<file path="config.mk">
export PLATFORM = sky130hd
export DESIGN_NAME = frame_energy_vad_hangover_unit
export DESIGN_NICKNAME = d
export VERILOG_FILES = /design/src/rtl/fevad_pkg.sv /design/src/rtl/frame_energy_vad_hangover_unit.sv /design/src/rtl/fevad_cfg.sv /design/src/rtl/fevad_sq.sv /design/src/rtl/fevad_acc.sv
export SDC_FILE = /design/constraint.sdc
export NUM_CORES = 2
export LEC_CHECK = 0
export BUFFER_PORTS_ARGS = -buffer_cell sky130_fd_sc_hd__buf_2
export CORE_MARGIN = 2
export CORE_UTILIZATION = 30
export DETAILED_ROUTE_END_ITERATION = 16
export SLEW_MARGIN = 10
export SYNTH_ARGS = -nofsm -noshare
export SYNTH_HDL_FRONTEND = slang
export SYNTH_SLANG_ARGS = --single-unit
</file>
<file path="constraint.sdc">
create_clock -name clk -period 16.1 [get_ports clk]
set_input_delay 0 -clock clk [delete_from_list [all_inputs] [get_ports clk]]
set_output_delay 0 -clock clk [all_outputs]
set_load 0.02 [all_outputs]
</file>
<file path="src/rtl/fevad_pkg.sv">
// shared constants, register codes and threshold table for the frame energy vad
package fevad_pkg;

  // default values for the top level parameters
  localparam int MAX_FRAME_DEF       = 1024;
  localparam int HANGOVER_FRAMES_DEF = 30;

  // field widths
  localparam int SAMPLE_W    = 16;
  localparam int SQ_W        = 31;   // a square of a 16-bit sample never exceeds 2^30
  localparam int FRAME_LEN_W = 11;
  localparam int VOL_W       = 7;
  localparam int CFG_IDX_W   = 2;
  localparam int CFG_DATA_W  = 11;
  localparam int OUT_TDATA_W = 8;

  // volume used outside custom mode
  localparam logic [VOL_W-1:0] FIXED_VOLUME = 7'd35;

  // threshold table: entry i stands for k = i + 30, value is energy in Q8
  localparam int THR_W       = 44;
  localparam int THR_ENTRIES = 64;
  localparam int THR_REF_IDX = 50;   // k = 80, threshold 2^38
  localparam logic [63:0] STEP_UP_Q16   = 64'd86393;
  localparam logic [63:0] STEP_DOWN_Q16 = 64'd49714;
  localparam logic [63:0] HALF_Q16      = 64'd32768;

  typedef logic [THR_W-1:0] thr_rom_t [THR_ENTRIES];

  // configuration register indexes
  typedef enum logic [CFG_IDX_W-1:0] {
    REG_FRAME_LENGTH = 2'd0,
    REG_VAD_VOLUME   = 2'd1,
    REG_CUSTOM_MODE  = 2'd2
  } cfg_reg_t;

  // builds the table by stepping 10^(+-0.12) in Q16 away from k = 80
  function automatic thr_rom_t build_thr_rom();
    thr_rom_t    rom;
    logic [63:0] acc;
    rom[THR_REF_IDX] = THR_W'(64'd1 << 38);
    acc = 64'd1 << 38;
    for (int i = THR_REF_IDX + 1; i < THR_ENTRIES; i++) begin
      acc    = (acc * STEP_UP_Q16 + HALF_Q16) >> 16;
      rom[i] = acc[THR_W-1:0];
    end
    acc = 64'd1 << 38;
    for (int i = THR_REF_IDX - 1; i >= 0; i--) begin
      acc    = (acc * STEP_DOWN_Q16 + HALF_Q16) >> 16;
      rom[i] = acc[THR_W-1:0];
    end
    return rom;
  endfunction

  localparam thr_rom_t THR_ROM = build_thr_rom();

endpackage

</file>
<file path="src/rtl/frame_energy_vad_hangover_unit.sv">
// top level of the frame energy voice activity detector with hangover
//
// Signed 16-bit samples stream in on in_*; one sample is taken every clock cycle as
// long as the result side keeps up. Each sample is squared and added to a frame
// sum that starts at 1; at the last sample of a frame (frame_length samples,
// clamped to 1..MAX_FRAME) the sum is compared against a table threshold scaled
// by the frame length, the hangover counter is updated and one result goes out
// on out_*. A closing sample passes the input register and then the squaring
// register, and the accumulator then loads its result into the result register.
// The only stall comes from the result register: a frame-closing sample waits
// there while an earlier result is still untaken, which backs up the two stages
// in front of it. Configuration writes are always taken; a write passes the
// configuration registers and then the registered frame length and threshold,
// and applies to each sample as the accumulator takes it.
module frame_energy_vad_hangover_unit import fevad_pkg::*; #(
  parameter int MAX_FRAME       = MAX_FRAME_DEF,
  parameter int HANGOVER_FRAMES = HANGOVER_FRAMES_DEF
) (
  input  logic                   clk,
  input  logic                   rst_n,
  // input samples
  input  logic                   in_tvalid,
  output logic                   in_tready,
  input  logic [SAMPLE_W-1:0]    in_tdata,    // [15:0] sample
  // per-frame results
  output logic                   out_tvalid,
  input  logic                   out_tready,
  output logic [OUT_TDATA_W-1:0] out_tdata,   // [0] speech, [1] loud_frame, [7:2] zero
  // register writes
  input  logic                   cfg_valid,
  output logic                   cfg_ready,
  input  logic [CFG_IDX_W-1:0]   cfg_index,
  input  logic [CFG_DATA_W-1:0]  cfg_data
);

  localparam int LEN_W  = $clog2(MAX_FRAME + 1);
  localparam int PROD_W = LEN_W + THR_W;

  logic [LEN_W-1:0]  frame_len;
  logic [PROD_W-1:0] thr_prod;
  logic              sq_valid, sq_ready;
  logic [SQ_W-1:0]   sq_data;

  // configuration and threshold
  fevad_cfg #(
    .MAX_FRAME (MAX_FRAME)
  ) u_cfg (
    .clk       (clk),
    .rst_n     (rst_n),
    .cfg_valid (cfg_valid),
    .cfg_ready (cfg_ready),
    .cfg_index (cfg_index),
    .cfg_data  (cfg_data),
    .frame_len (frame_len),
    .thr_prod  (thr_prod)
  );

  // sample input and squaring
  fevad_sq u_sq (
    .clk       (clk),
    .rst_n     (rst_n),
    .in_tvalid (in_tvalid),
    .in_tready (in_tready),
    .in_tdata  (in_tdata),
    .sq_valid  (sq_valid),
    .sq_ready  (sq_ready),
    .sq_data   (sq_data)
  );

  // accumulation, decision and result
  fevad_acc #(
    .MAX_FRAME       (MAX_FRAME),
    .HANGOVER_FRAMES (HANGOVER_FRAMES)
  ) u_acc (
    .clk        (clk),
    .rst_n      (rst_n),
    .sq_valid   (sq_valid),
    .sq_ready   (sq_ready),
    .sq_data    (sq_data),
    .frame_len  (frame_len),
    .thr_prod   (thr_prod),
    .out_tvalid (out_tvalid),
    .out_tready (out_tready),
    .out_tdata  (out_tdata)
  );

endmodule

</file>
<file path="src/rtl/fevad_cfg.sv">
// configuration registers, effective frame length and scaled threshold
module fevad_cfg import fevad_pkg::*; #(
  parameter int MAX_FRAME = MAX_FRAME_DEF,
  localparam int LEN_W  = $clog2(MAX_FRAME + 1),
  localparam int PROD_W = LEN_W + THR_W
) (
  input  logic                  clk,
  input  logic                  rst_n,
  input  logic                  cfg_valid,
  output logic                  cfg_ready,
  input  logic [CFG_IDX_W-1:0]  cfg_index,
  input  logic [CFG_DATA_W-1:0] cfg_data,
  output logic [LEN_W-1:0]      frame_len,
  output logic [PROD_W-1:0]     thr_prod
);

  logic [FRAME_LEN_W-1:0] frame_length_r, frame_length_nxt;
  logic [VOL_W-1:0]       vad_volume_r, vad_volume_nxt;
  logic                   custom_mode_r, custom_mode_nxt;
  logic [LEN_W-1:0]       len_r, len_nxt;
  logic [PROD_W-1:0]      prod_r, prod_nxt;
  logic [VOL_W-1:0]       vol_sel;

  // writes are always taken
  assign cfg_ready = 1'b1;

  // register writes, unknown indexes ignored
  always_comb begin
    frame_length_nxt = frame_length_r;
    vad_volume_nxt   = vad_volume_r;
    custom_mode_nxt  = custom_mode_r;
    if (cfg_valid) begin
      case (cfg_index)
        REG_FRAME_LENGTH: frame_length_nxt = cfg_data[FRAME_LEN_W-1:0];
        REG_VAD_VOLUME:   vad_volume_nxt   = cfg_data[VOL_W-1:0];
        REG_CUSTOM_MODE:  custom_mode_nxt  = cfg_data[0];
        default: ;
      endcase
    end
  end

  always_ff @(posedge clk) begin
    if (!rst_n) begin
      frame_length_r <= FRAME_LEN_W'(160);
      vad_volume_r   <= VOL_W'(30);
      custom_mode_r  <= 1'b0;
    end else begin
      frame_length_r <= frame_length_nxt;
      vad_volume_r   <= vad_volume_nxt;
      custom_mode_r  <= custom_mode_nxt;
    end
  end

  // frame length clamped to 1..MAX_FRAME
  always_comb begin
    if (frame_length_r == '0) begin
      len_nxt = LEN_W'(1);
    end else if (32'(frame_length_r) > 32'(MAX_FRAME)) begin
      len_nxt = LEN_W'(MAX_FRAME);
    end else begin
      len_nxt = LEN_W'(frame_length_r);
    end
  end

  // k - 30 is vol / 2, which spans the whole table
  assign vol_sel  = custom_mode_r ? vad_volume_r : FIXED_VOLUME;
  assign prod_nxt = PROD_W'(len_nxt) * PROD_W'(THR_ROM[vol_sel[VOL_W-1:1]]);

  always_ff @(posedge clk) begin
    len_r  <= len_nxt;
    prod_r <= prod_nxt;
  end

  assign frame_len = len_r;
  assign thr_prod  = prod_r;

endmodule

</file>
<file path="src/rtl/fevad_sq.sv">
// input register and squaring stage
module fevad_sq import fevad_pkg::*; (
  input  logic                clk,
  input  logic                rst_n,
  input  logic                in_tvalid,
  output logic                in_tready,
  input  logic [SAMPLE_W-1:0] in_tdata,
  output logic                sq_valid,
  input  logic                sq_ready,
  output logic [SQ_W-1:0]     sq_data
);

  logic                       s1_v_r, s1_v_nxt;
  logic signed [SAMPLE_W-1:0] sample_r;
  logic                       s2_v_r, s2_v_nxt;
  logic [SQ_W-1:0]            sq_r;
  logic                       s1_ready, s2_ready;
  logic signed [2*SAMPLE_W-1:0] sq_full;

  // a stage takes a new item when it is empty or its item moves on
  assign s2_ready  = !s2_v_r || sq_ready;
  assign s1_ready  = !s1_v_r || s2_ready;
  assign in_tready = s1_ready;

  assign s1_v_nxt = s1_ready ? in_tvalid : s1_v_r;
  assign s2_v_nxt = s2_ready ? s1_v_r : s2_v_r;

  assign sq_full = sample_r * sample_r;

  always_ff @(posedge clk) begin
    if (!rst_n) begin
      s1_v_r <= 1'b0;
      s2_v_r <= 1'b0;
    end else begin
      s1_v_r <= s1_v_nxt;
      s2_v_r <= s2_v_nxt;
    end
  end

  // payload registers
  always_ff @(posedge clk) begin
    if (in_tvalid && s1_ready) begin
      sample_r <= $signed(in_tdata);
    end
    if (s1_v_r && s2_ready) begin
      sq_r <= sq_full[SQ_W-1:0];
    end
  end

  assign sq_valid = s2_v_r;
  assign sq_data  = sq_r;

endmodule

</file>
<file path="src/rtl/fevad_acc.sv">
// energy accumulator, frame decision, hangover counter and result register
module fevad_acc import fevad_pkg::*; #(
  parameter int MAX_FRAME       = MAX_FRAME_DEF,
  parameter int HANGOVER_FRAMES = HANGOVER_FRAMES_DEF,
  localparam int LEN_W  = $clog2(MAX_FRAME + 1),
  localparam int PROD_W = LEN_W + THR_W
) (
  input  logic                   clk,
  input  logic                   rst_n,
  input  logic                   sq_valid,
  output logic                   sq_ready,
  input  logic [SQ_W-1:0]        sq_data,
  input  logic [LEN_W-1:0]       frame_len,
  input  logic [PROD_W-1:0]      thr_prod,
  output logic                   out_tvalid,
  input  logic                   out_tready,
  output logic [OUT_TDATA_W-1:0] out_tdata
);

  localparam int SUM_W  = $clog2(MAX_FRAME) + 31;
  localparam int HANG_W = $clog2(HANGOVER_FRAMES + 1);
  localparam int CMP_W  = (SUM_W + 8 > PROD_W) ? SUM_W + 8 : PROD_W;
  localparam logic [HANG_W-1:0] HANG_LIMIT = HANG_W'(HANGOVER_FRAMES);

  logic [SUM_W-1:0]  sum_r, sum_nxt, sum_inc;
  logic [LEN_W-1:0]  cnt_r, cnt_nxt, cnt_inc;
  logic [HANG_W-1:0] quiet_r, quiet_nxt, quiet_upd;
  logic              out_v_r, out_v_nxt;
  logic              speech_r, loud_r;
  logic              frame_end, loud, fire, out_free;

  // running sums including this sample
  assign sum_inc   = sum_r + SUM_W'(sq_data);
  assign cnt_inc   = cnt_r + LEN_W'(1);
  assign frame_end = cnt_inc >= frame_len;
  assign loud      = CMP_W'({sum_inc, 8'h00}) > CMP_W'(thr_prod);

  // a sample that closes a frame waits for room in the result register
  assign out_free = !out_v_r || out_tready;
  assign sq_ready = !frame_end || out_free;
  assign fire     = sq_valid && sq_ready;

  // hangover count clears on loud frames and saturates at the limit
  always_comb begin
    if (loud) begin
      quiet_upd = '0;
    end else if (quiet_r < HANG_LIMIT) begin
      quiet_upd = quiet_r + HANG_W'(1);
    end else begin
      quiet_upd = quiet_r;
    end
  end

  // accumulator and frame bookkeeping
  always_comb begin
    sum_nxt   = sum_r;
    cnt_nxt   = cnt_r;
    quiet_nxt = quiet_r;
    if (fire) begin
      if (frame_end) begin
        sum_nxt   = SUM_W'(1);
        cnt_nxt   = '0;
        quiet_nxt = quiet_upd;
      end else begin
        sum_nxt = sum_inc;
        cnt_nxt = cnt_inc;
      end
    end
  end

  // result register valid
  always_comb begin
    if (fire && frame_end) begin
      out_v_nxt = 1'b1;
    end else if (out_tready) begin
      out_v_nxt = 1'b0;
    end else begin
      out_v_nxt = out_v_r;
    end
  end

  always_ff @(posedge clk) begin
    if (!rst_n) begin
      sum_r   <= SUM_W'(1);
      cnt_r   <= '0;
      quiet_r <= '0;
      out_v_r <= 1'b0;
    end else begin
      sum_r   <= sum_nxt;
      cnt_r   <= cnt_nxt;
      quiet_r <= quiet_nxt;
      out_v_r <= out_v_nxt;
    end
  end

  // result payload
  always_ff @(posedge clk) begin
    if (fire && frame_end) begin
      speech_r <= quiet_upd < HANG_LIMIT;
      loud_r   <= loud;
    end
  end

  assign out_tvalid = out_v_r;
  assign out_tdata  = {{(OUT_TDATA_W - 2){1'b0}}, loud_r, speech_r};

  // hangover count never passes its limit
  a_quiet_bound: assert property (@(posedge clk) disable iff (!rst_n)
    quiet_r <= HANG_LIMIT)
    else $error("hangover count above limit");

  // a loud frame is always reported as speech
  a_loud_is_speech: assert property (@(posedge clk) disable iff (!rst_n)
    out_v_r |-> (!loud_r || speech_r))
    else $error("loud frame reported as silence");

  // closing a frame restarts the sum and the count
  a_frame_restart: assert property (@(posedge clk) disable iff (!rst_n)
    (fire && frame_end) |=> (sum_r == SUM_W'(1) && cnt_r == '0))
    else $error("frame state not restarted");

  // a new result is never written over one still waiting
  a_no_overwrite: assert property (@(posedge clk) disable iff (!rst_n)
    (out_v_r && !out_tready) |-> !(fire && frame_end))
    else $error("pending result overwritten");

  // the sample count stays inside the largest frame
  a_count_bound: assert property (@(posedge clk) disable iff (!rst_n)
    32'(cnt_r) < 32'(MAX_FRAME))
    else $error("sample count out of range");

endmodule
</file>
==> results.cfg <==
[yosys]
synth-seq-cells = 192
synth.distinct_cells = 85
synth_simple_gate_area_share = 0.163
synth.top_cells.by_area = sky130_fd_sc_hd__fa_1, sky130_fd_sc_hd__ha_1, sky130_fd_sc_hd__dfxtp_1
ys_dominant_reg_cell = sky130_fd_sc_hd__dfxtp_1
post_synth.cell_area_avg_um2 = 8.49
post-synth-top-area-fraction = 0.344
synth.cell_area_um2 = 35500
warnings_from_yosys = 0
proportion_of_synthesized_area_in_mux_cells = 0.00408
synth-async-reset-ratio = 0
synthXorXnorAreaFrac = 0.0330
main_combinational_cell_family_by_area_after_synthesis = adder cells
arithmetic_cell_share_of_the_synthesized_area_counting_full_adders_half_adders_and_majority_gates = 0.438
synth_top_cell_by_area = sky130_fd_sc_hd__fa_1
synth-edff-count = 48
seq_area_frac_synth = 0.122
synth-compound-area-share = 0.135
synthesis.instances = 4188

[cts]
cts.htree.levels = 4
postCtsSetupBuffers = 0
clockRootBuffer = sky130_fd_sc_hd__clkbuf_16
worst_skew_pair.late_latency_ps = 530
cts_inserted_buffers = 17
cts_num_sinks = 192
buffer_levels_on_the_longest_clock_path = 2
clkSlewWorstSetupHoldPaths_ps = 80
tritoncts = done

[timing]
timing.setup.tns_ps = 0
setup_ws_ps = 6490
final-setup-viol-count = 0
max_slew_margin = 0.185
measured_slew_at_the_worst_slew_check_pin_ps = 1220
max_freq_mhz = 104
pins_over_their_slew_limit = 0
rsz_0062_raised_after_global_routing = no
fin_crit_sh = 0.597
hold_slack_ps = 191
report.final.hold_viol_count = 0
timing.final.crit_period_ps = 9610
fin_worst_skew_ps = 27.8

[global_routing]
gr-total-overflow = 0
grt_usage = 0.170
via_count_of_the_first_global_routing_pass = 30000
grt_antenna_before_repair = 2
pin_count_of_the_biggest_net_entering_global_routing = 57
wire_length_of_the_first_global_routing_pass_um = 164000

[floorplanning]
count_of_standard_cell_rows = 126
die_area_um2 = 121000
floorplan.initialDensity = 0.302
top_level_ports = 45
die_w_um = 348
core_area_um2 = 118000
y_dimension_of_the_die_um = 348

[placed_design]
routabilityCongestion = 0.971
hpwl_um = 76000
port_buffers = 37
pre_cts_ws_ps = 6860

[final_layout]
area_growth_syn_to_layout_pct = 7.87
layout-drive-gt1-share = 0.0400
layout.filler_cells = 12200
fin_nets = 5049
num_antenna_cells = 0

[critical_path]
cp_slowest_cell = sky130_fd_sc_hd__o22ai_1
r2r_worst_path_depth = 28
worst-endpoint-arrival_ps = 10040
critical_path.max_stage_delay_ps = 890
critical_path.endpoint_type = flop
worst_path_most_repeated_cell = sky130_fd_sc_hd__fa_1
startpoint_type = flop
critPathRequiredTime_ps = 16530
crit_type = reg2reg
path_max_fanout = 33

[drt]
number_of_detailed_routing_iterations_run_before_antenna_repair = 6
drc_errors = 0
drt_iter0_markers = 2160
drt_wl_total_um = 99400
vias_per_cell = 5.05
drtAntennaViolNets = 0
num_vias = 28700
route.detailed.wl_per_inst_um = 17.5

[outcome]
result_of_the_run = complete, no violations

[job]
timing.max_cap.violations = 0

[power_and_ir_drop]
p_comb_frac = 0.811
pwr-share-seq = 0.127
cellPowerDensity_nw_per_um2 = 186
leakagePower_nw = 18.2
clockPowerShare = 0.063
ir_worst_vdd_mv = 0.492
p_sw_frac = 0.494
netSwitchingPower_w = 0.00353
cell_internal_pwr_w = 0.00361

[min_path]
worst_hold_path.num_cells = 2
class_of_the_tightest_hold_or_removal_check = in2reg
==> final timing paths <==
path,from,to,slack [ps]
max,u_cfg.custom_mode_r,u_cfg.thr_prod[44],6490
min,in_tdata[14],u_sq.sample_r[14],190
max reg2reg,u_cfg.custom_mode_r,u_cfg.thr_prod[44],6490
min reg2reg,u_acc.sum_r[11],u_acc.sum_r[11],490
==> registers in the layout, indices dropped and copies added (netlist names) <==
| signal | flops |
|---|---|
| u_sq.sample_r | 16 |
| u_acc.speech_r | 1 |
| u_cfg.custom_mode_r | 1 |
| u_sq.sq_valid | 1 |
| u_acc.loud_r | 1 |
| u_acc.out_tvalid | 1 |
| u_acc.quiet_r | 5 |
| u_acc.sum_r | 41 |
| u_cfg.vad_volume_r | 6 |
| u_cfg.frame_len | 11 |
| u_sq.s1_v_r | 1 |
| u_sq.sq_data | 30 |
| u_acc.cnt_r | 11 |
| u_cfg.frame_length_r | 11 |
| u_cfg.thr_prod | 55 |
==> stage by stage <==
step	power, W	area [µm²]	utilization	cells
after floorplan	0.00550	35600	-	4193
after global placement	0.00664	37300	0.317	5613
after detailed placement	0.00673	37300	0.317	5613
after CTS	0.00723	38300	0.325	5685
after global routing	0.00804	38300	0.325	5685
final	0.00715	38300	0.325	5685
==> cell usage in the layout, fill, tap and decap left out, types with 12 or more instances in the layout <==
cell                            netlist  layout
sky130_fd_sc_hd__inv_1              759     756
sky130_fd_sc_hd__a22oi_1             22      22
sky130_fd_sc_hd__a21boi_0            18      18
sky130_fd_sc_hd__o21ai_1             16      18
sky130_fd_sc_hd__clkbuf_16            0      17
sky130_fd_sc_hd__nor4_1              21      21
sky130_fd_sc_hd__buf_4                9      62
sky130_fd_sc_hd__dfxtp_1            144     143
sky130_fd_sc_hd__a31oi_1             24      24
sky130_fd_sc_hd__nand2_1            561     561
sky130_fd_sc_hd__nand4_1             18      18
sky130_fd_sc_hd__o22ai_1             16      16
sky130_fd_sc_hd__nand2b_1            31      31
sky130_fd_sc_hd__xor2_1              45      45
sky130_fd_sc_hd__nor3_1              36      36
sky130_fd_sc_hd__a221oi_1            16      14
sky130_fd_sc_hd__ha_1               269     269
sky130_fd_sc_hd__a211oi_1            28      26
sky130_fd_sc_hd__fa_1               610     610
sky130_fd_sc_hd__or3_1               12      12
sky130_fd_sc_hd__o211ai_1            18      18
sky130_fd_sc_hd__and2_1             205     205
sky130_fd_sc_hd__a21o_1              72      72
sky130_fd_sc_hd__dlygate4sd3_1        0      40
sky130_fd_sc_hd__o21ai_0            145     142
sky130_fd_sc_hd__and3_1              22      22
sky130_fd_sc_hd__a22o_1              16      16
sky130_fd_sc_hd__o21bai_1            17      17
sky130_fd_sc_hd__xnor2_1             89      89
sky130_fd_sc_hd__nand3_1             49      49
sky130_fd_sc_hd__nor2b_1             25      22
sky130_fd_sc_hd__edfxtp_1            48      48
sky130_fd_sc_hd__o21a_1              25      25
sky130_fd_sc_hd__a21oi_1            206     204
sky130_fd_sc_hd__nor2_1             225     225
sky130_fd_sc_hd__buf_2                4      37
==> power by group through the flow <==
stage	registers (W)	logic, W	clock network (W)
final	0.000905	0.00579	0.000448
after global routing	0.000914	0.00664	0.000483
after CTS	0.000907	0.00586	0.000467
after detailed placement	0.000918	0.00581	0
after global placement	0.000917	0.00572	0
after floorplan	0.000892	0.00461	0
==> per-layer routing <==
layer	vias to the layer above	GRT usage	wire, µm
li1	13200	-	-
met1	14600	0.224	43400
met2	785	0.285	47700
met3	159	0.0236	5560
met4	2	0.0561	2770
met5	-	0	6
==> cells by family after synthesis <==
kind of cell | after synthesis
compound gates | 740
xor+xnor | 134
fa+ha+maj | 879
buf+inv | 979
flops | 192
mux | 13
other cells | 2
simple gates | 1249
==> critical path: cells and delay by family, from the launching register on <==
family                     cells  cell delay [ps]
AOI/OAI and AO/OA              9             3240
adders and majority gates      7             3100
and+or+nand+nor                6             1940
buffers and inverters          6              920
DFF                            1              330
==> area by class of cell <==
class                      instances  area [µm²]  area share
clock buffer                      17         425      0.0111
inverter                         764        2870      0.0748
timing repair buffer             139        1050      0.0274
multi-input combinational       3022       27600       0.720
sequential                       192        4330       0.113
clock inverter                    15         156     0.00408
tap                             1536        1920      0.0501
==> cell usage after synthesis (16+ instances only) <==
| library cell | n |
|---|---|
| sky130_fd_sc_hd__o211ai_1 | 18 |
| sky130_fd_sc_hd__a211oi_1 | 28 |
| sky130_fd_sc_hd__inv_1 | 759 |
| sky130_fd_sc_hd__o21ai_1 | 16 |
| sky130_fd_sc_hd__clkbuf_1 | 191 |
| sky130_fd_sc_hd__nand2_1 | 561 |
| sky130_fd_sc_hd__a21o_1 | 72 |
| sky130_fd_sc_hd__nand4_1 | 18 |
| sky130_fd_sc_hd__and2_1 | 205 |
| sky130_fd_sc_hd__a22o_1 | 16 |
| sky130_fd_sc_hd__a21oi_1 | 206 |
| sky130_fd_sc_hd__nor3_1 | 36 |
| sky130_fd_sc_hd__ha_1 | 269 |
| sky130_fd_sc_hd__a31oi_1 | 24 |
| sky130_fd_sc_hd__a221oi_1 | 16 |
| sky130_fd_sc_hd__edfxtp_1 | 48 |
| sky130_fd_sc_hd__nand3_1 | 49 |
| sky130_fd_sc_hd__a22oi_1 | 22 |
| sky130_fd_sc_hd__nor4_1 | 21 |
| sky130_fd_sc_hd__o21a_1 | 25 |
| sky130_fd_sc_hd__nor2b_1 | 25 |
| sky130_fd_sc_hd__nor2_1 | 225 |
| sky130_fd_sc_hd__a21boi_0 | 18 |
| sky130_fd_sc_hd__xor2_1 | 45 |
| sky130_fd_sc_hd__nand2b_1 | 31 |
| sky130_fd_sc_hd__dfxtp_1 | 144 |
| sky130_fd_sc_hd__o21bai_1 | 17 |
| sky130_fd_sc_hd__and3_1 | 22 |
| sky130_fd_sc_hd__xnor2_1 | 89 |
| sky130_fd_sc_hd__fa_1 | 610 |
| sky130_fd_sc_hd__o21ai_0 | 145 |
| sky130_fd_sc_hd__o22ai_1 | 16 |
==> timing repair <==
item,in CTS,in global routing
gates resized for setup,0,0
endpoints found under the hold margin,37,0
hold buffers,40,0
No activity file was read; power rests on OpenSTA's default activity.
